$ cat src/rtl/tpsg_pkg.sv
// Package with shared types, constants and the quarter-wave sine table.
`default_nettype none

package tpsg_pkg;

  // Table geometry and sample format.
  localparam int unsigned TABLE_SIZE = 384;
  localparam int unsigned SINE_BITS  = 16;
  localparam int unsigned IDX_W      = $clog2(TABLE_SIZE);

  // Field and register widths.
  localparam int unsigned POS_W      = 9;
  localparam int unsigned CMP_W      = 16;
  localparam int unsigned DUTY_CFG_W = 16;
  localparam int unsigned CFG_IDX_W  = 3;
  localparam int unsigned CFG_DATA_W = 16;

  // Datapath widths: duty in Q1.23, span signed, product and biased sum.
  localparam int unsigned DUTY_W       = 24;
  localparam int unsigned SAMPLE_SHIFT = DUTY_W - SINE_BITS;
  localparam int unsigned FRAC_W       = 24;
  localparam int unsigned SPAN_W       = CMP_W + 1;
  localparam int unsigned PROD_W       = DUTY_W + SPAN_W;
  localparam int unsigned SUM_W        = PROD_W + 1;
  localparam int unsigned VAL_W        = SUM_W - FRAC_W;

  // Table offsets of phases B and C.
  localparam int unsigned OFFSET_B = ((TABLE_SIZE + 1) / 3) % TABLE_SIZE;
  localparam int unsigned OFFSET_C = ((2 * TABLE_SIZE + 1) / 3) % TABLE_SIZE;

  // Quarter-wave table: angles m = 0..TABLE_SIZE, only multiples of QSTEP occur.
  localparam int unsigned QSTEP_LOG  = (TABLE_SIZE % 4 == 0) ? 2 :
                                       ((TABLE_SIZE % 2 == 0) ? 1 : 0);
  localparam int unsigned QTAB_DEPTH = (TABLE_SIZE >> QSTEP_LOG) + 1;
  localparam int unsigned QIDX_W     = $clog2(QTAB_DEPTH);
  localparam int unsigned M_W        = $clog2(TABLE_SIZE + 1);

  // Constants of the fixed-point series.
  localparam logic [63:0] PI_HALF_Q30 = 64'd1686629713;
  localparam logic [63:0] AMP         = (64'd1 << (SINE_BITS - 1)) - 64'd1;
  localparam logic [63:0] TAYLOR_DIV [8] = '{64'd6, 64'd20, 64'd42, 64'd72,
                                             64'd110, 64'd156, 64'd210, 64'd272};

  // Configuration register indexes.
  typedef enum logic [CFG_IDX_W-1:0] {
    CFG_DUTY_UPPER   = 3'd0,
    CFG_DUTY_LOWER   = 3'd1,
    CFG_COMPARE_BIAS = 3'd2,
    CFG_COMPARE_CEIL = 3'd3,
    CFG_COMPARE_FLR  = 3'd4
  } cfg_idx_e;

  typedef struct packed {
    logic signed [DUTY_CFG_W-1:0] duty_upper;
    logic signed [DUTY_CFG_W-1:0] duty_lower;
    logic        [CMP_W-1:0]      cmp_bias;
    logic        [CMP_W-1:0]      cmp_ceil;
    logic        [CMP_W-1:0]      cmp_flr;
  } cfg_t;

  // Input and result payloads.
  typedef struct packed {
    logic advance;
  } tick_t;

  typedef struct packed {
    logic [CMP_W-1:0] compare_a;
    logic [CMP_W-1:0] compare_b;
    logic [CMP_W-1:0] compare_c;
    logic [POS_W-1:0] phase_position;
  } result_t;

  // Pipeline stage enables shared by the lanes.
  typedef struct packed {
    logic s1;
    logic s2;
    logic s3;
    logic s4;
  } stage_en_t;

  // One write beat of the table loader.
  typedef struct packed {
    logic                 we;
    logic [IDX_W-1:0]     addr;
    logic [SINE_BITS-1:0] data;
  } fill_wr_t;

  typedef logic [SINE_BITS-2:0] qtab_t [QTAB_DEPTH];

  // Magnitude of sin(m/TABLE_SIZE * pi/2) scaled to AMP, Taylor series in Q2.30.
  function automatic logic [63:0] quarter_sine(input logic [63:0] m);
    logic [63:0] x;
    logic [63:0] x2;
    logic [63:0] term;
    logic [63:0] sum;
    logic [63:0] v;
    x    = (PI_HALF_Q30 * m) / 64'(TABLE_SIZE);
    x2   = (x * x) >> 30;
    term = x;
    sum  = x;
    for (int i = 1; i <= 8; i++) begin
      term = ((term * x2) >> 30) / TAYLOR_DIV[i-1];
      if ((i % 2) == 1) begin
        sum = (sum > term) ? sum - term : 64'd0;
      end else begin
        sum = sum + term;
      end
    end
    v = (sum * AMP + (64'd1 << 29)) >> 30;
    return (v > AMP) ? AMP : v;
  endfunction

  function automatic qtab_t build_qtab();
    qtab_t t;
    for (int j = 0; j < QTAB_DEPTH; j++) begin
      t[j] = (SINE_BITS-1)'(quarter_sine(64'(j) << QSTEP_LOG));
    end
    return t;
  endfunction

  localparam qtab_t QTAB = build_qtab();

endpackage

`default_nettype wire

$ cat src/rtl/tpsg_lane.sv
// One phase lane: duty clamp, span multiply, bias, truncation and saturation.
`default_nettype none

module tpsg_lane (
  input  wire logic                              clk_i,
  input  wire tpsg_pkg::cfg_t                    cfg_i,
  input  wire tpsg_pkg::stage_en_t               en_i,
  input  wire logic signed [tpsg_pkg::SINE_BITS-1:0] sample_i,
  output      logic [tpsg_pkg::CMP_W-1:0]        cmp_o
);
  import tpsg_pkg::*;

  logic signed [DUTY_W-1:0] duty_raw;
  logic signed [DUTY_W-1:0] duty_hi;
  logic signed [DUTY_W-1:0] duty_lo;
  logic signed [DUTY_W-1:0] duty_d, duty_q;
  logic signed [SPAN_W-1:0] span;
  logic signed [PROD_W-1:0] prod_d, prod_q;
  logic signed [SUM_W-1:0]  sum;
  logic signed [SUM_W-1:0]  sum_adj;
  logic signed [VAL_W-1:0]  val;
  logic        [CMP_W-1:0]  sat;
  logic        [CMP_W-1:0]  cmp_d, cmp_q;

  // Sample and clamps in Q1.23; the upper clamp is tested first.
  always_comb begin
    duty_raw = DUTY_W'(sample_i) <<< SAMPLE_SHIFT;
    duty_hi  = $signed({cfg_i.duty_upper, (DUTY_W-DUTY_CFG_W)'(0)});
    duty_lo  = $signed({cfg_i.duty_lower, (DUTY_W-DUTY_CFG_W)'(0)});
    priority if (duty_raw > duty_hi) begin
      duty_d = duty_hi;
    end else if (duty_raw < duty_lo) begin
      duty_d = duty_lo;
    end else begin
      duty_d = duty_raw;
    end
  end

  // Span may be negative when the floor lies above the ceiling.
  assign span   = $signed({1'b0, cfg_i.cmp_ceil}) - $signed({1'b0, cfg_i.cmp_flr});
  assign prod_d = duty_q * span;

  // Add the bias, truncate toward zero, then saturate to 16 bits and to the limits.
  always_comb begin
    sum     = SUM_W'(prod_q) + $signed(SUM_W'({cfg_i.cmp_bias, FRAC_W'(0)}));
    sum_adj = sum[SUM_W-1] ? (sum + $signed(SUM_W'({FRAC_W{1'b1}}))) : sum;
    val     = sum_adj[SUM_W-1:FRAC_W];
    priority if (val < 0) begin
      sat = '0;
    end else if (val > $signed(VAL_W'({CMP_W{1'b1}}))) begin
      sat = '1;
    end else begin
      sat = val[CMP_W-1:0];
    end
    priority if (sat > cfg_i.cmp_ceil) begin
      cmp_d = cfg_i.cmp_ceil;
    end else if (sat < cfg_i.cmp_flr) begin
      cmp_d = cfg_i.cmp_flr;
    end else begin
      cmp_d = sat;
    end
  end

  always_ff @(posedge clk_i) begin
    if (en_i.s2) begin
      duty_q <= duty_d;
    end
    if (en_i.s3) begin
      prod_q <= prod_d;
    end
    if (en_i.s4) begin
      cmp_q <= cmp_d;
    end
  end

  assign cmp_o = cmp_q;

endmodule

`default_nettype wire

$ cat config.mk
export PLATFORM = sky130hd
export DESIGN_NAME = tpsg_lane
export DESIGN_NICKNAME = d
export VERILOG_FILES = /design/src/rtl/tpsg_pkg.sv /design/src/rtl/tpsg_lane.sv
export SDC_FILE = /design/constraint.sdc
export NUM_CORES = 1
export LEC_CHECK = 0
export BUFFER_PORTS_ARGS = -buffer_cell sky130_fd_sc_hd__buf_2
export CAP_MARGIN = 5
export CORE_MARGIN = 8
export CORE_UTILIZATION = 40
export DETAILED_ROUTE_END_ITERATION = 12
export MAX_ROUTING_LAYER = met4
export PLACE_DENSITY = 0.58
export SYNTH_ARGS = -nofsm -noshare
export SYNTH_HDL_FRONTEND = slang
export SYNTH_SLANG_ARGS = --single-unit
$ cat constraint.sdc
create_clock -name clk_i -period 13.95 [get_ports clk_i]
set_input_delay 2.79 -clock clk_i [delete_from_list [all_inputs] [get_ports clk_i]]
set_output_delay 2.79 -clock clk_i [all_outputs]
set_load 0.01 [all_outputs]
---- Word-level counts from Yosys, hierarchy flattened ----
Cells that the tools add are included.
W data, S select, Z words.
cells by class
  multipliers ............................. 1
  order comparisons ....................... 6
  muxes and demuxes ....................... 7
  add/subtract/negate cells ............... 3
operator list
  operator                  count
  $mux W16                  4
  $mux W24                  2
  $add A41 B41 Y42          1
  $add A42 B25 Y42 const B  1
  $mux W42                  1
  $mul A24 B17 Y41          1
  $gt A24 B24 Y1            1
  $lt A24 B24 Y1            1
  $gt A18 B17 Y1 const B    1
  $lt A18 B1 Y1 const B     1
  $sub A16 B16 Y17          1
  $gt A16 B16 Y1            1
  $lt A16 B16 Y1            1
storage, ports and cells
  bits of input ports ..................... 101
  word-level logic and storage cells ...... 21
  output and inout port bits .............. 16
  bits in registers ....................... 81

---- Depth between registers and ports, before layout ----
  depth after elaboration ................. 9
  depth in mapped cells ................... 35
  mapped depth without buffers ............ 34

---- Worst setup path after synthesis ----
Ideal clock, no wire load.
  path type ............................... input -> register
  start ................................... input port cfg_i[16] in the netlist's numbering
  end ..................................... register prod_q[40] (data pin)
  buffers on the path ..................... 1
  arrival ................................. 10.557 ns
  path slack .............................. 3.128 ns
  data required time ...................... 13.685 ns
  setup time .............................. 0.265 ns
  stages on the path ...................... 32
  path through ............................ inv_1 ha_1 fa_1 nand2b_1 a21boi_0 o21ai_0 a211o_1 a31oi_1 o21a_1 o21a_1 o21ai_0 nand2b_1 clkbuf_1 nor2_1 fa_1 fa_1 fa_1 fa_1 fa_1 inv_1 fa_1 inv_1 ha_1 and3_1 a221oi_1 nor2b_1 or4_1 o21ai_1 o31ai_1 o31a_1 o21ai_1 a31oi_1
on the way
  longest elaborated chain between the ends .. 2
RTL lines
  item                  line             text
  start, declared       tpsg_lane.sv:6   input wire tpsg_pkg::cfg_t cfg_i,
  $sub A16 B16 Y17      tpsg_lane.sv:40  assign span = $signed({1'b0, cfg_i.cmp_ceil}) - $signed({1'b0, cfg_i.cmp_flr});
  $mul A24 B17 Y41      tpsg_lane.sv:41  assign prod_d = duty_q * span;
  via prod_d[40]        tpsg_lane.sv:18  logic signed [PROD_W-1:0] prod_d, prod_q;
  end signal, assigned  tpsg_lane.sv:69  prod_q <= prod_d;
  end, declared         tpsg_lane.sv:18
The timed path passes the listed nets, and every way through them passes these cells.
A chain may end at the register's enable or synchronous reset.

---- Final worst setup path ----
Same ends and word-level chain as after synthesis.

==> out/metrics.yaml <==
seq_area_frac_synth: 0.115
outcome: "completed"
clock_sinks: 65
io_pins: 117
first_pass_iters: 5
async_reset_ff_frac: 0
syn_to_final_growth_pct: 8.28
synth_nets: 2427
route.final.wire_length_um: 42000
grt_max_degree: 39
first_iter_violations: 713
insertion_delay_ps: 370
clockBufferDepth: 2
yosysWarnings: 0
crit_arrival_ps: 11920
place_hpwl_um: 34300
drv_cap: 0
cts_tree: "built"
fin_crit_ps: 11710
setup_viol: 0
ys_ff_latch: 65
route.detailed.wl_per_inst_um: 16.9
clk_pin_slew_ps: 50
grt_pass1_wl_um: 70700
die_height_um: 222
layout_common_cells: "inv_1, fa_1, nand2_1"
postCtsSetupBuffers: 0
crit_top_cell: "fa_1"
slowest_delay_ps: 890
crit_path_top_delay_cell: "o311ai_0"
rows: 75
critPathLaunchType: "input pin"
grt_pass1_vias: 13700
slew_violations: 0
final_area_um2: 18300
rsz0062_at_grt: "no"
die_w_um: 222
dieArea_um2: 49100
synth_ff_type: "edfxtp_1"
crit_required_ps: 14160
syn_area_um2: 16900
nFillCells: 4134
cp_max_fo: 17
ys_types: 77
port_buffers: 115
root_buffer: "clkbuf_16"
tightest_slew_ps: 1180
synth-edff-count: 65
slew_headroom: 0.215
cp-end-kind: "flip-flop"
coreArea_um2: 41900
cts-htree-levels: 3
place_congestion: 0.875
final_hold_viol_count: 0
cts_buffers: 9
synthesis.instances: 1859
antenna_left: 0
start_util: 0.404
viasPerCell: 5.11
grt_remaining_overflow: 0
diodes: 0
antenna_found_initial: 0
grt_usage: 0.183
fin_nets: 2511
place_area_um2: 18100
hp-class: "flip-flop to flip-flop"
fin_crit_sh: 0.839
clock_skew_ps: 4.35
drive_above_1_share: 0.0955
postSynthAreaPerCell_um2: 9.10
max_freq_mhz: 85.4
cts_hold_buf: 0
vias: 12700
layout_commonest_cell: "inv_1"
critical_path_class: "input pin to flip-flop"
setup_tns_ps: 0
cts_resized: 0
route.detailed.drc: 0
-- path summary, 6_finish.rpt --
path | startpoint | slack (ps) | cells past startpoint | end
setup / recovery | cfg_i[16] | 2240 | 31 | prod_q[40]$_DFFE_PP_
hold / removal | duty_q[8]$_DFFE_PP_ | 1130 | 1 | prod_q[8]$_DFFE_PP_
setup reg to reg | duty_q[10]$_DFFE_PP_ | 6590 | 20 | prod_q[40]$_DFFE_PP_
hold reg to reg | duty_q[8]$_DFFE_PP_ | 1130 | 1 | prod_q[8]$_DFFE_PP_
-- cell usage after synthesis, drive strengths merged (19+ instances only) --
library cell,n,share of area
fa,291,0.34
and2,73,0.027
o21ai,60,0.018
a21oi,71,0.024
edfxtp,65,0.12
xor2,19,0.010
nor2,60,0.013
a21o,26,0.012
nand2,199,0.044
nand2b,20,0.0075
xnor2,42,0.023
nand4,20,0.0074
ha,176,0.13
inv,432,0.096
nor2b,51,0.019
clkbuf,40,0.0089
-- kinds of logic (layout without fill, tap and decap cells) --
| logic type | after synthesis | count (layout) | share of synthesized area |
|---|---|---|---|
| flops | 65 | 65 | 0.115 |
| xor+xnor | 61 | 61 | 0.0331 |
| compound gates | 263 | 263 | 0.109 |
| simple gates | 502 | 502 | 0.149 |
| mux | 18 | 18 | 0.0107 |
| fa+ha+maj | 467 | 467 | 0.475 |
| buf+inv | 483 | 572 | 0.109 |
-- registers in the layout (all words and copies together) (netlist names) --
| register | count |
|---|---|
| prod_q | 33 |
| duty_q | 16 |
| cmp_o | 16 |
-- layout make-up --
cell class                 count  area [um^2]  share of cell area
clock buffer                   9          225              0.0123
clock inverter                 7         27.5             0.00150
inverter                     432         1620              0.0885
multi-input combinational   1311        13200               0.719
sequential                    65         1950               0.107
tap                          539          674              0.0368
timing repair buffer         124          643              0.0351
-- worst max-delay path, delay by kind of cell --
kind | cells | cell delay (ps)
AO/OA/AOI/OAI | 15 | 3840
adder cells (fa/ha/maj) | 8 | 3400
buffers and inverters | 5 | 680
AND/OR/NAND/NOR | 3 | 1190
-- metal layers --
metal | routed length (um) | share of wire | global-route usage
met5 | 0 | 0 | -
met4 | 823 | 0.020 | 0.0460
met3 | 1830 | 0.044 | 0.0332
met2 | 20500 | 0.49 | 0.308
met1 | 18800 | 0.45 | 0.226
-- per-stage QoR --
stage / hold slack (ps) / cells / utilization / setup slack (ps)
final: 1130 / 2487 / 0.438 / 2240
after detailed placement: 1130 / 2471 / 0.432 / 1700
after floorplan: 627 / 1859 / - / 3130
after global routing: 1170 / 2487 / 0.438 / 1620
after global placement: 1120 / 2471 / 0.432 / 1930
after CTS: 1140 / 2487 / 0.438 / 2100
Power is not shown: default switching activity piles up to over one toggle a cycle in this logic, so the estimate is an artifact.
