**config.mk**
```make
export PLATFORM = sky130hd
export DESIGN_NAME = tpsg_rom_fill
export DESIGN_NICKNAME = d
export VERILOG_FILES = /design/src/rtl/tpsg_pkg.sv /design/src/rtl/tpsg_rom_fill.sv
export SDC_FILE = /design/constraint.sdc
export NUM_CORES = 1
export LEC_CHECK = 0
export ABC_AREA = 1
export BUFFER_PORTS_ARGS = -buffer_cell sky130_fd_sc_hd__buf_2
export CAP_MARGIN = 0
export CORE_ASPECT_RATIO = 1.1
export CORE_MARGIN = 2
export CORE_UTILIZATION = 30
export DETAILED_ROUTE_END_ITERATION = 12
export GPL_TIMING_DRIVEN = 1
export HOLD_SLACK_MARGIN = 0.05
export PLACE_DENSITY_LB_ADDON = 0.3
export SYNTH_ARGS = -nofsm -noshare
export SYNTH_HDL_FRONTEND = slang
export SYNTH_SLANG_ARGS = --single-unit
```
**constraint.sdc**
```tcl
create_clock -name clk_i -period 4.4 [get_ports clk_i]
set_input_delay 1.1 -clock clk_i [delete_from_list [all_inputs] [get_ports clk_i]]
set_output_delay 1.1 -clock clk_i [all_outputs]
set_load 0.005 [all_outputs]
```
**src/rtl/tpsg_pkg.sv**
```systemverilog
// Package with shared types, constants and the quarter-wave sine table.
`default_nettype none

package tpsg_pkg;

  // Table geometry and sample format.
  localparam int unsigned TABLE_SIZE = 384;
  localparam int unsigned SINE_BITS  = 16;
  localparam int unsigned IDX_W      = $clog2(TABLE_SIZE);

  // Field and register widths.
  localparam int unsigned POS_W      = 9;
  localparam int unsigned CMP_W      = 16;
  localparam int unsigned DUTY_CFG_W = 16;
  localparam int unsigned CFG_IDX_W  = 3;
  localparam int unsigned CFG_DATA_W = 16;

  // Datapath widths: duty in Q1.23, span signed, product and biased sum.
  localparam int unsigned DUTY_W       = 24;
  localparam int unsigned SAMPLE_SHIFT = DUTY_W - SINE_BITS;
  localparam int unsigned FRAC_W       = 24;
  localparam int unsigned SPAN_W       = CMP_W + 1;
  localparam int unsigned PROD_W       = DUTY_W + SPAN_W;
  localparam int unsigned SUM_W        = PROD_W + 1;
  localparam int unsigned VAL_W        = SUM_W - FRAC_W;

  // Table offsets of phases B and C.
  localparam int unsigned OFFSET_B = ((TABLE_SIZE + 1) / 3) % TABLE_SIZE;
  localparam int unsigned OFFSET_C = ((2 * TABLE_SIZE + 1) / 3) % TABLE_SIZE;

  // Quarter-wave table: angles m = 0..TABLE_SIZE, only multiples of QSTEP occur.
  localparam int unsigned QSTEP_LOG  = (TABLE_SIZE % 4 == 0) ? 2 :
                                       ((TABLE_SIZE % 2 == 0) ? 1 : 0);
  localparam int unsigned QTAB_DEPTH = (TABLE_SIZE >> QSTEP_LOG) + 1;
  localparam int unsigned QIDX_W     = $clog2(QTAB_DEPTH);
  localparam int unsigned M_W        = $clog2(TABLE_SIZE + 1);

  // Constants of the fixed-point series.
  localparam logic [63:0] PI_HALF_Q30 = 64'd1686629713;
  localparam logic [63:0] AMP         = (64'd1 << (SINE_BITS - 1)) - 64'd1;
  localparam logic [63:0] TAYLOR_DIV [8] = '{64'd6, 64'd20, 64'd42, 64'd72,
                                             64'd110, 64'd156, 64'd210, 64'd272};

  // Configuration register indexes.
  typedef enum logic [CFG_IDX_W-1:0] {
    CFG_DUTY_UPPER   = 3'd0,
    CFG_DUTY_LOWER   = 3'd1,
    CFG_COMPARE_BIAS = 3'd2,
    CFG_COMPARE_CEIL = 3'd3,
    CFG_COMPARE_FLR  = 3'd4
  } cfg_idx_e;

  typedef struct packed {
    logic signed [DUTY_CFG_W-1:0] duty_upper;
    logic signed [DUTY_CFG_W-1:0] duty_lower;
    logic        [CMP_W-1:0]      cmp_bias;
    logic        [CMP_W-1:0]      cmp_ceil;
    logic        [CMP_W-1:0]      cmp_flr;
  } cfg_t;

  // Input and result payloads.
  typedef struct packed {
    logic advance;
  } tick_t;

  typedef struct packed {
    logic [CMP_W-1:0] compare_a;
    logic [CMP_W-1:0] compare_b;
    logic [CMP_W-1:0] compare_c;
    logic [POS_W-1:0] phase_position;
  } result_t;

  // Pipeline stage enables shared by the lanes.
  typedef struct packed {
    logic s1;
    logic s2;
    logic s3;
    logic s4;
  } stage_en_t;

  // One write beat of the table loader.
  typedef struct packed {
    logic                 we;
    logic [IDX_W-1:0]     addr;
    logic [SINE_BITS-1:0] data;
  } fill_wr_t;

  typedef logic [SINE_BITS-2:0] qtab_t [QTAB_DEPTH];

  // Magnitude of sin(m/TABLE_SIZE * pi/2) scaled to AMP, Taylor series in Q2.30.
  function automatic logic [63:0] quarter_sine(input logic [63:0] m);
    logic [63:0] x;
    logic [63:0] x2;
    logic [63:0] term;
    logic [63:0] sum;
    logic [63:0] v;
    x    = (PI_HALF_Q30 * m) / 64'(TABLE_SIZE);
    x2   = (x * x) >> 30;
    term = x;
    sum  = x;
    for (int i = 1; i <= 8; i++) begin
      term = ((term * x2) >> 30) / TAYLOR_DIV[i-1];
      if ((i % 2) == 1) begin
        sum = (sum > term) ? sum - term : 64'd0;
      end else begin
        sum = sum + term;
      end
    end
    v = (sum * AMP + (64'd1 << 29)) >> 30;
    return (v > AMP) ? AMP : v;
  endfunction

  function automatic qtab_t build_qtab();
    qtab_t t;
    for (int j = 0; j < QTAB_DEPTH; j++) begin
      t[j] = (SINE_BITS-1)'(quarter_sine(64'(j) << QSTEP_LOG));
    end
    return t;
  endfunction

  localparam qtab_t QTAB = build_qtab();

endpackage

`default_nettype wire

```
**src/rtl/tpsg_rom_fill.sv**
```systemverilog
// Loader that writes the full sine table into the sample memories after reset.
`default_nettype none

module tpsg_rom_fill (
  input  wire logic                clk_i,
  input  wire logic                rst_ni,
  output      tpsg_pkg::fill_wr_t  wr_o,
  output      logic                done_o
);
  import tpsg_pkg::*;

  logic [IDX_W-1:0]  k_q, k_d;
  logic [IDX_W-1:0]  r_q, r_d;
  logic [1:0]        quad_q, quad_d;
  logic              done_q, done_d;
  logic [IDX_W:0]    r_step;
  logic [M_W-1:0]    m;
  logic [QIDX_W-1:0] qidx;
  logic [SINE_BITS-1:0] mag;

  // Entry k sits at angle 4k in quarter units: r is 4k mod size, quad the quadrant.
  always_comb begin
    m      = quad_q[0] ? (M_W'(TABLE_SIZE) - M_W'(r_q)) : M_W'(r_q);
    qidx   = QIDX_W'(m >> QSTEP_LOG);
    mag    = {1'b0, QTAB[qidx]};
    r_step = (IDX_W+1)'(r_q) + (IDX_W+1)'(4);
  end

  // Advance the sweep one entry per cycle until the last entry is written.
  always_comb begin
    k_d    = k_q;
    r_d    = r_q;
    quad_d = quad_q;
    done_d = done_q;
    if (!done_q) begin
      k_d = k_q + IDX_W'(1);
      if (r_step >= (IDX_W+1)'(TABLE_SIZE)) begin
        r_d    = IDX_W'(r_step - (IDX_W+1)'(TABLE_SIZE));
        quad_d = quad_q + 2'd1;
      end else begin
        r_d = IDX_W'(r_step);
      end
      if (k_q == IDX_W'(TABLE_SIZE - 1)) begin
        done_d = 1'b1;
      end
    end
  end

  always_ff @(posedge clk_i or negedge rst_ni) begin
    if (!rst_ni) begin
      k_q    <= '0;
      r_q    <= '0;
      quad_q <= '0;
      done_q <= 1'b0;
    end else begin
      k_q    <= k_d;
      r_q    <= r_d;
      quad_q <= quad_d;
      done_q <= done_d;
    end
  end

  // The lower half of the wave is the negated upper half.
  assign wr_o.we   = !done_q;
  assign wr_o.addr = k_q;
  assign wr_o.data = quad_q[1] ? (-mag) : mag;
  assign done_o    = done_q;

  a_done_sticky: assert property (@(posedge clk_i) disable iff (!rst_ni)
    done_q |=> done_q)
    else $error("table loader left the done state");

  a_end_quadrant: assert property (@(posedge clk_i) disable iff (!rst_ni)
    $rose(done_q) |-> $past(quad_q) == 2'd3)
    else $error("table loader finished outside the last quadrant");

  a_rem_range: assert property (@(posedge clk_i) disable iff (!rst_ni)
    !done_q |-> r_q < IDX_W'(TABLE_SIZE))
    else $error("table loader angle remainder out of range");

endmodule

`default_nettype wire

```
* Yosys cells after proc, flatten, opt, wreduce, memory -nomap -nowiden *
Memory sizes are Yosys's and may differ from the RTL's.
Index checks and enable logic that the tools add are counted.

storage, ports and cells
  flip-flop bits (word level) = 21
  memory bits (read-only) = 1920
  bits of input ports = 2
  output and inout port bits = 27
  memories = 1

cells by class
  $add $sub $neg = 6
  order comparisons = 2
  equality and inequality tests = 1
  mux-type cells = 7
  bitwise logic cells = 2
  reductions and logical operators = 2

memories
  memory            depth  bits a word  rd ports  clocked after Yosys merged registers in  wr ports  line                 RTL
  (name not given)  128    15           1         0                                        0         tpsg_rom_fill.sv:25  mag = {1'b0, QTAB[qidx]};

operators with widths
  kind                    number
  $mux W15                2
  $mux W9                 2
  $mux W16                1
  $neg A15 Y16            1
  $add A9 B3 Y10 const B  1
  $ge A10 B9 Y1 const B   1
  $add A9 B1 Y9 const B   1
  $eq A9 B9 Y1 const B    1
  $sub A9 B9 Y9 const A   1
  $sub A9 B9 Y9 const B   1
  $ge A8 B8 Y1 const B    1
  $not A7 Y8              1
  $add A2 B1 Y2 const B   1
  $mux W1                 2
  $reduce_and A2 Y1       1
  $logic_not A1 Y1        1
  $not A1 Y1              1

* Logic depth before layout (Yosys ltp) *
Gate-level depths: netlist of the first run.

  word-level depth = 8
  depth in mapped cells = 26
  depth with buffers taken out = 25

* Worst setup path after synthesis of the first run *
OpenSTA, ideal clock, no wires.

  path type = register to output
  start point = reg r_q[2]
  end point = out wr_o[12] in the netlist's numbering
  data arrival time = 2.977 ns
  setup slack = 0.323 ns
  stages on the path, launching flop included = 26
  buffers on the path = 1
  cell sequence = dfrtp_1 -> buf_6 -> inv_4 -> ha_1 -> nand2_1 -> o21ai_2 -> inv_1 -> ha_1 -> nand3_1 -> nand2_1 -> nand2_1 -> nand2_1 -> nand2_1 -> nand2_1 -> nand2_1 -> nand2_2 -> nor2_4 -> ha_1 -> nand4_1 -> nor2_1 -> nand2_1 -> nand2_2 -> nand3_1 -> nand2_1 -> nand2_1 -> inv_1

RTL lines
  item                      line                 RTL
  start: declaration        tpsg_rom_fill.sv:13  logic [IDX_W-1:0] r_q, r_d;
  start signal: assignment  tpsg_rom_fill.sv:57  r_q <= r_d;
  end: declaration          tpsg_rom_fill.sv:7   output tpsg_pkg::fill_wr_t wr_o,

==> impl_metrics.env, run 1 <==
export IMPL_status="finished, final reports clean"
export IMPL_antennaDiodeCount=0
export IMPL_fp_dieH_um=119
export IMPL_areaGrowthSynthToFinish_pct=21.6
export IMPL_place_congestion=1.04
export IMPL_critical_path_arrival_ns=3.15
export IMPL_dp_worst_setup_slack_ns=0.162
export IMPL_groute_layer_met1_usage=0.256
export IMPL_finalHoldViolations=0
export IMPL_cts_made_buffers=3
export IMPL_grt_usage=0.205
export IMPL_async_reset_ff_frac=1.00
export IMPL_worstSetupEndpointType="output pin"
export IMPL_fin_setup_tns_ns=0
export IMPL_fin_util=0.377
export IMPL_ant_nets=0
export IMPL_syn_avg_cell_area_sq_um=5.66
export IMPL_synth_edff_count=0
export IMPL_whs_path_depth=1
export IMPL_worstReg2RegEnd="quad_q[1]$_DFFE_PN0P_"
export IMPL_critPathMaxFanout=8
export IMPL_nets=709
export IMPL_min_period_over_period=0.966
export IMPL_yosysSeqAreaShare=0.132
export IMPL_synth_area_leaders="nand2_1, dfrtp_1, nand3_1, ha_1, inv_1"
export IMPL_h_tree_depth=1
export IMPL_synth_top_area_frac=0.273
export IMPL_slew_viol_final=0
export IMPL_layout_commonest_cell="nand2_1"
export IMPL_dpl_hpwl_um=10100
export IMPL_place_inst=821
export IMPL_grt_overflow_total=0
export IMPL_post_layout_nonfiller_instances=841
export IMPL_fin_area_sq_um=4370
export IMPL_worst_slew_pin_slew_ns=0.661
export IMPL_via_per_inst=5.43
export IMPL_fillers=1319
export IMPL_busiest_layer="met2"
export IMPL_synth_largest_area_cell="nand2_1"
export IMPL_clkTransAtPathRegs_ns=0.05
export IMPL_rsz0062_at_grt="true"
export IMPL_clock_fmax_mhz=235
export IMPL_grt_pass1_vias=4238
export IMPL_cts_sinks=19
export IMPL_place_area_sq_um=3970
export IMPL_wl_um=13500
export IMPL_cts_tree="yes"
export IMPL_hp_start="k_q[3]$_DFFE_PN0N_"
export IMPL_rows=41
export IMPL_cts_root_buf="clkbuf_16"
export IMPL_synth_seq_cells=19
export IMPL_final_cell_mix="nand2_1, nand3_1, buf_4"
export IMPL_synth_cell_type_count=39
export IMPL_setup_violations=0
export IMPL_required_ns=3.30
export IMPL_insertion_delay_ns=0.25
export IMPL_core_area_sq_um=11600
export IMPL_drc=0
export IMPL_antenna_found_initial=0
export IMPL_hold_class="reg2reg"
export IMPL_synthCells=635
export IMPL_clk_path_buf_depth=2
export IMPL_power_per_cell_area_nw_per_um2=82.7
export IMPL_routedWlPerCell_um=16.0
export IMPL_vias=4570
export IMPL_port_buffers=28
export IMPL_startpoint_type="flip-flop"
export IMPL_grt_start_max_net_pins=26
export IMPL_setup_ws_ns=0.151
export IMPL_syn_nets=652
export IMPL_timing_slew_headroom=0.559
export IMPL_period_needed_ns=4.25
export IMPL_r2r_slack_ns=2.19
export IMPL_worstSetupPathType="reg2out"
export IMPL_die_w_um=108
export IMPL_ir_drop_uv=238
export IMPL_grt_pass1_wl_um=21300
export IMPL_ioPinCount=29
export IMPL_hold_end="k_q[3]$_DFFE_PN0N_"
export IMPL_syn_area_sq_um=3600
export IMPL_globalRouteMet2Util=0.329
export IMPL_skew_ns=0.000943
export IMPL_ys_warn_count=0
export IMPL_first_pass_iters=8
export IMPL_maxCapViolCount=0
export IMPL_drt_initial_drc_count=482
export IMPL_initial_core_util=0.310
export IMPL_ys_flop_type="dfrtp_1"
export IMPL_reg2reg_from="r_q[4]$_DFFE_PN0N_"
export IMPL_reg2reg_depth=9
export IMPL_dieArea_sq_um=12900
export IMPL_globalRouteMet3Util=0.0213
export IMPL_p_leak_nw=2.17
export IMPL_drive_gt1_frac=0.236
## per-layer routing
metal / wire length [um] / up-vias
met5: 0 / -
met2: 6060 / 279
li1: - / 2158
met3: 1100 / 88
met4: 981 / 0
met1: 5350 / 2045
## timing repair
item	CTS	global route
gates resized for setup	13	41
pin swaps	1	7
cloned	0	2
hold buffers	0	0
setup endpoints to repair	10	13
setup buffers	2	12
hold endpoints to repair	0	0
## power by group
group	total, W	internal [W]	leakage [nW]	switching (W)
Clock	0.000183	0.000123	0.0382	0.0000603
Sequential	0.000175	0.000175	0.233	0
Combinational	0.00000343	0.000000321	1.90	0.00000311
## critical path, stage by stage, from the launching register on
cell	delay, ns
dfrtp_1	0.38
inv_4	0.06
ha_2	0.18
inv_2	0.13
nand2_1	0.11
nand2_4	0.14
nand2_8	0.09
inv_1	0.09
buf_4	0.18
nand2_1	0.15
nand3_1	0.12
nand3_1	0.10
nand3_1	0.12
nand3_2	0.14
ha_4	0.19
nand4_1	0.11
nor2_2	0.06
nand2_2	0.08
nand2_4	0.07
nand2_1	0.10
xor2_1	0.14
buf_2	0.13
## worst max path at each step
| stage | end | slack [ns] | cells after the start | start |
|---|---|---|---|---|
| after floorplan | wr_o[12] | 0.32 | 25 | r_q[2]$_DFFE_PN0N_ |
| after global placement | wr_o[14] | 0.20 | 26 | r_q[3]$_DFFE_PN0N_ |
| after detailed placement | wr_o[8] | 0.16 | 24 | r_q[3]$_DFFE_PN0N_ |
| after CTS | wr_o[8] | 0.002 | 23 | r_q[2]$_DFFE_PN0N_ |
| after global routing | wr_o[12] | -0.03 | 24 | r_q[2]$_DFFE_PN0N_ |
| final | wr_o[8] | 0.15 | 21 | r_q[2]$_DFFE_PN0N_ |
## area by class of cell
cell class,instances,area [sq um],share of cell area
multi-input cells,534,2890,0.660
repair buffers,77,519,0.119
well taps,150,188,0.0429
flip-flops and latches,19,478,0.109
clock buffers,4,78.8,0.0180
inverters,57,221,0.0506
## sequential cells by signal, indices dropped and copies added, names as in the netlist
signal / count
done_o: 1
k_q: 9
quad_q: 2
r_q: 7
## per-stage QoR
step / total power (W) / hold WS, ns
2_1_floorplan: 0.000178 / 0.489
3_3_place_gp: 0.000182 / 0.489
3_5_place_dp: 0.000182 / 0.509
4_1_cts: 0.000366 / 0.518
5_1_grt: 0.000372 / 0.541
6_report: 0.000362 / 0.523
## cells by family (layout without fill, tap and decap cells)
| kind of cell | count (synthesis) | count (layout) | synth area share |
|---|---|---|---|
| adder cells (fa/ha/maj) | 15 | 15 | 0.0522 |
| AND/OR/NAND/NOR | 450 | 452 | 0.566 |
| flip-flops | 19 | 19 | 0.132 |
| AO/OA/AOI/OAI | 46 | 46 | 0.0766 |
| XOR/XNOR | 21 | 21 | 0.0511 |
| buffers and inverters | 84 | 138 | 0.122 |
## cells in the mapped netlist (2+ instances only)
cell type,number
nand2_1,262
nand3_1,94
inv_1,46
nor2_1,40
dfrtp_1,19
o21ai_0,18
nand4_1,16
xor2_1,16
ha_1,15
nand2_2,11
buf_4,10
buf_6,10
a21oi_1,9
inv_2,8
nand3_2,8
buf_2,5
o21ai_1,5
xnor2_1,5
nor2_2,4
nor2_4,4
nand2_4,3
nor3_1,3
o211ai_1,3
a21oi_2,2
a31oi_1,2
clkbuf_1,2
inv_4,2
nand3b_1,2
(Power assumes the default switching activity.)
==> inputs of run 2 (changes only) <==
--- a/config.mk
+++ b/config.mk
@@ -5,7 +5,6 @@
 export SDC_FILE = /design/constraint.sdc
 export NUM_CORES = 1
 export LEC_CHECK = 0
-export ABC_AREA = 1
 export BUFFER_PORTS_ARGS = -buffer_cell sky130_fd_sc_hd__buf_2
 export CAP_MARGIN = 0
 export CORE_ASPECT_RATIO = 1.1
@@ -15,6 +14,8 @@
 export GPL_TIMING_DRIVEN = 1
 export HOLD_SLACK_MARGIN = 0.05
 export PLACE_DENSITY_LB_ADDON = 0.3
+export SKIP_LAST_GASP = 1
+export SLEW_MARGIN = 40
 export SYNTH_ARGS = -nofsm -noshare
 export SYNTH_HDL_FRONTEND = slang
 export SYNTH_SLANG_ARGS = --single-unit
==> impl_metrics.env, run 2 <==
export IMPL_power_per_cell_area_nw_per_um2=54.8
export IMPL_fp_dieH_um=129
export IMPL_cts_sinks=19
export IMPL_worstSetupEndpointType="output pin"
export IMPL_final_cell_mix="buf_4, nand2_1, nor2_1"
export IMPL_cp_num_cells=20
export IMPL_syn_nets=614
export IMPL_synth_top_area_frac=0.112
export IMPL_setup_violations=13
export IMPL_ys_flop_type="dfrtp_1"
export IMPL_worstSetupPathType="reg2out"
export IMPL_dpl_hpwl_um=15800
export IMPL_drc=0
export IMPL_skew_ns=0.00264
export IMPL_routedWlPerCell_um=20.4
export IMPL_max_flop_register="k_q"
export IMPL_drt_initial_drc_count=566
export IMPL_grt_pass1_vias=5458
export IMPL_min_period_over_period=1.14
export IMPL_largest_reg_flops=9
export IMPL_wl_um=19900
export IMPL_antennaDiodeCount=0
export IMPL_first_pass_iters=5
export IMPL_areaGrowthSynthToFinish_pct=56.7
export IMPL_period_needed_ns=5.00
export IMPL_cp_slowest_cell="or4_1"
export IMPL_startpoint_type="flip-flop"
export IMPL_cts_tree="yes"
export IMPL_rows=45
export IMPL_place_area_sq_um=5930
export IMPL_hold_buffers=0
export IMPL_nets=805
export IMPL_grt_start_max_net_pins=20
export IMPL_whs_path_depth=1
export IMPL_fin_setup_tns_ns=-5.34
export IMPL_core_area_sq_um=13800
export IMPL_place_congestion=0.960
export IMPL_h_tree_depth=1
export IMPL_crit_path_max_incr_delay_ns=0.50
export IMPL_worst_slew_pin_slew_ns=0.918
export IMPL_initial_core_util=0.307
export IMPL_die_w_um=117
export IMPL_grt_overflow_total=0
export IMPL_yosysSeqAreaShare=0.112
export IMPL_ys_warn_count=0
export IMPL_ir_drop_uv=194
export IMPL_clk_path_buf_depth=2
export IMPL_clkTransAtPathRegs_ns=0.05
export IMPL_cts_made_buffers=3
export IMPL_finalHoldViolations=0
export IMPL_hold_ws_ns=0.513
export IMPL_critical_path_arrival_ns=3.90
export IMPL_p_leak_nw=2.64
export IMPL_required_ns=3.30
export IMPL_synth_area_leaders="dfrtp_1, xnor2_1, o21ai_0, ha_1, a21oi_1"
export IMPL_ant_nets=0
export IMPL_layout_commonest_cell="buf_4"
export IMPL_async_reset_ff_frac=1.00
export IMPL_ioPinCount=29
export IMPL_grt_pass1_wl_um=30900
export IMPL_timing_slew_headroom=0.388
export IMPL_cpLargestDelayFamily="compound AO/OA/AOI/OAI gates"
export IMPL_synth_cell_type_count=75
export IMPL_synthCells=597
export IMPL_reg2reg_depth=13
export IMPL_insertion_delay_ns=0.25
export IMPL_clock_fmax_mhz=200
export IMPL_grt_usage=0.264
export IMPL_synth_seq_cells=19
export IMPL_critPathMaxFanout=3
export IMPL_crit_chain="clkinvlp_4, ha_4, nand2_4, o21ai_4, inv_2, ha_4, mux2i_1, a2bb2oi_1, o221ai_1, a21oi_1, or4_1, o211ai_1, ha_2, inv_2, a311oi_2, nand4b_1, buf_4, o31a_1, xnor2_1, buf_2"
export IMPL_setup_ws_ns=-0.600
export IMPL_cp_num_buf_inv=5
export IMPL_slew_viol_final=0
export IMPL_synth_largest_area_cell="dfrtp_1"
export IMPL_drive_gt1_frac=0.441
export IMPL_dieArea_sq_um=15100
export IMPL_port_buffers=28
export IMPL_yosys_top_cells_count="nand2_1, o21ai_0, nor2_1"
export IMPL_synth_edff_count=0
export IMPL_cts_root_buf="clkbuf_16"
export IMPL_fin_area_sq_um=6630
export IMPL_hold_class="reg2reg"
export IMPL_maxCapViolCount=0
export IMPL_syn_avg_cell_area_sq_um=7.09
export IMPL_antenna_found_initial=0
export IMPL_status="complete, but fails checks"
export IMPL_synth_most_common_cell="nand2_1"
export IMPL_rsz0062_at_grt="true"
export IMPL_syn_area_sq_um=4230
export IMPL_vias=5711
export IMPL_largestRegisters="k_q x9, r_q x7, quad_q x2"
export IMPL_via_per_inst=5.86
export IMPL_violations="setup timing"
[run 2: routing by layer]
| metal | share of wire | GRT usage | up-vias |
|---|---|---|---|
| met1 | 0.40 | 0.331 | 2718 |
| met2 | 0.49 | 0.447 | 261 |
| met5 | 0 | 0 | - |
| met4 | 0.055 | 0.129 | 0 |
| met3 | 0.061 | 0.0301 | 66 |
| li1 | - | - | 2666 |
[run 2: through the flow]
| step | total power, W | std cells | setup slack [ns] | utilization |
|---|---|---|---|---|
| after floorplan | 0.000178 | 597 | -0.474 | - |
| after global placement | 0.000182 | 944 | -0.433 | 0.430 |
| after detailed placement | 0.000182 | 944 | -0.495 | 0.430 |
| after CTS | 0.000367 | 962 | -0.611 | 0.459 |
| after global routing | 0.000374 | 975 | -0.828 | 0.481 |
| final | 0.000364 | 975 | -0.600 | 0.481 |
[run 2: what timing repair did]
item,in CTS,in global routing
gates resized for setup,39,49
pin swaps,19,31
endpoints found under the setup margin,15,15
cloned,0,1
buffers inserted,15,18
[run 2: logic make-up after synthesis]
logic type	Yosys count	share of synthesized area
compound gates	231	0.400
simple gates	189	0.229
buf+inv	86	0.0890
xor+xnor	41	0.0867
flops	19	0.112
mux	16	0.0387
fa+ha+maj	15	0.0444
[run 2: path summary, 6_finish.rpt]
check / start / to / slack [ns]
worst max-delay path: r_q[3]$_DFFE_PN0N_ / wr_o[10] / -0.60
worst min-delay path: k_q[8]$_DFFE_PN0N_ / k_q[8]$_DFFE_PN0N_ / 0.51
worst max register to register: r_q[5]$_DFFE_PN0N_ / quad_q[1]$_DFFE_PN0P_ / 1.84
worst min register to register: k_q[8]$_DFFE_PN0N_ / k_q[8]$_DFFE_PN0N_ / 0.51
max in group asynchronous: rst_ni / quad_q[0]$_DFFE_PN0P_ / 3.29
min in group asynchronous: rst_ni / k_q[2]$_DFFE_PN0N_ / 0.78
[run 2: area by class of cell]
| cell class | count | area, sq um |
|---|---|---|
| clock buffer | 3 | 75.1 |
| clock inverter | 1 | 5.00 |
| fill | 1387 | 7160 |
| inverter | 19 | 82.6 |
| multi-input combinational | 492 | 3850 |
| sequential | 19 | 479 |
| tap | 188 | 235 |
| timing repair buffer | 253 | 1900 |
[run 2: where the power goes]
part           switching (W)  internal, W  leakage [nW]    total, W
clock              0.0000634     0.000122        0.0409    0.000185
sequential                 0     0.000175         0.233    0.000175
combinational     0.00000326  0.000000320          2.37  0.00000358
total              0.0000667     0.000297          2.64    0.000364
[run 2: worst register-to-register path, stage by stage (launching register included)]
cell,delay [ns]
dfrtp_1,0.35
buf_4,0.17
buf_4,0.23
inv_1,0.15
buf_4,0.18
buf_4,0.12
nor3_1,0.32
nand3_1,0.14
xor2_1,0.18
nor2_1,0.10
mux2i_1,0.08
nor2_1,0.16
nand2_1,0.09
xnor2_1,0.13
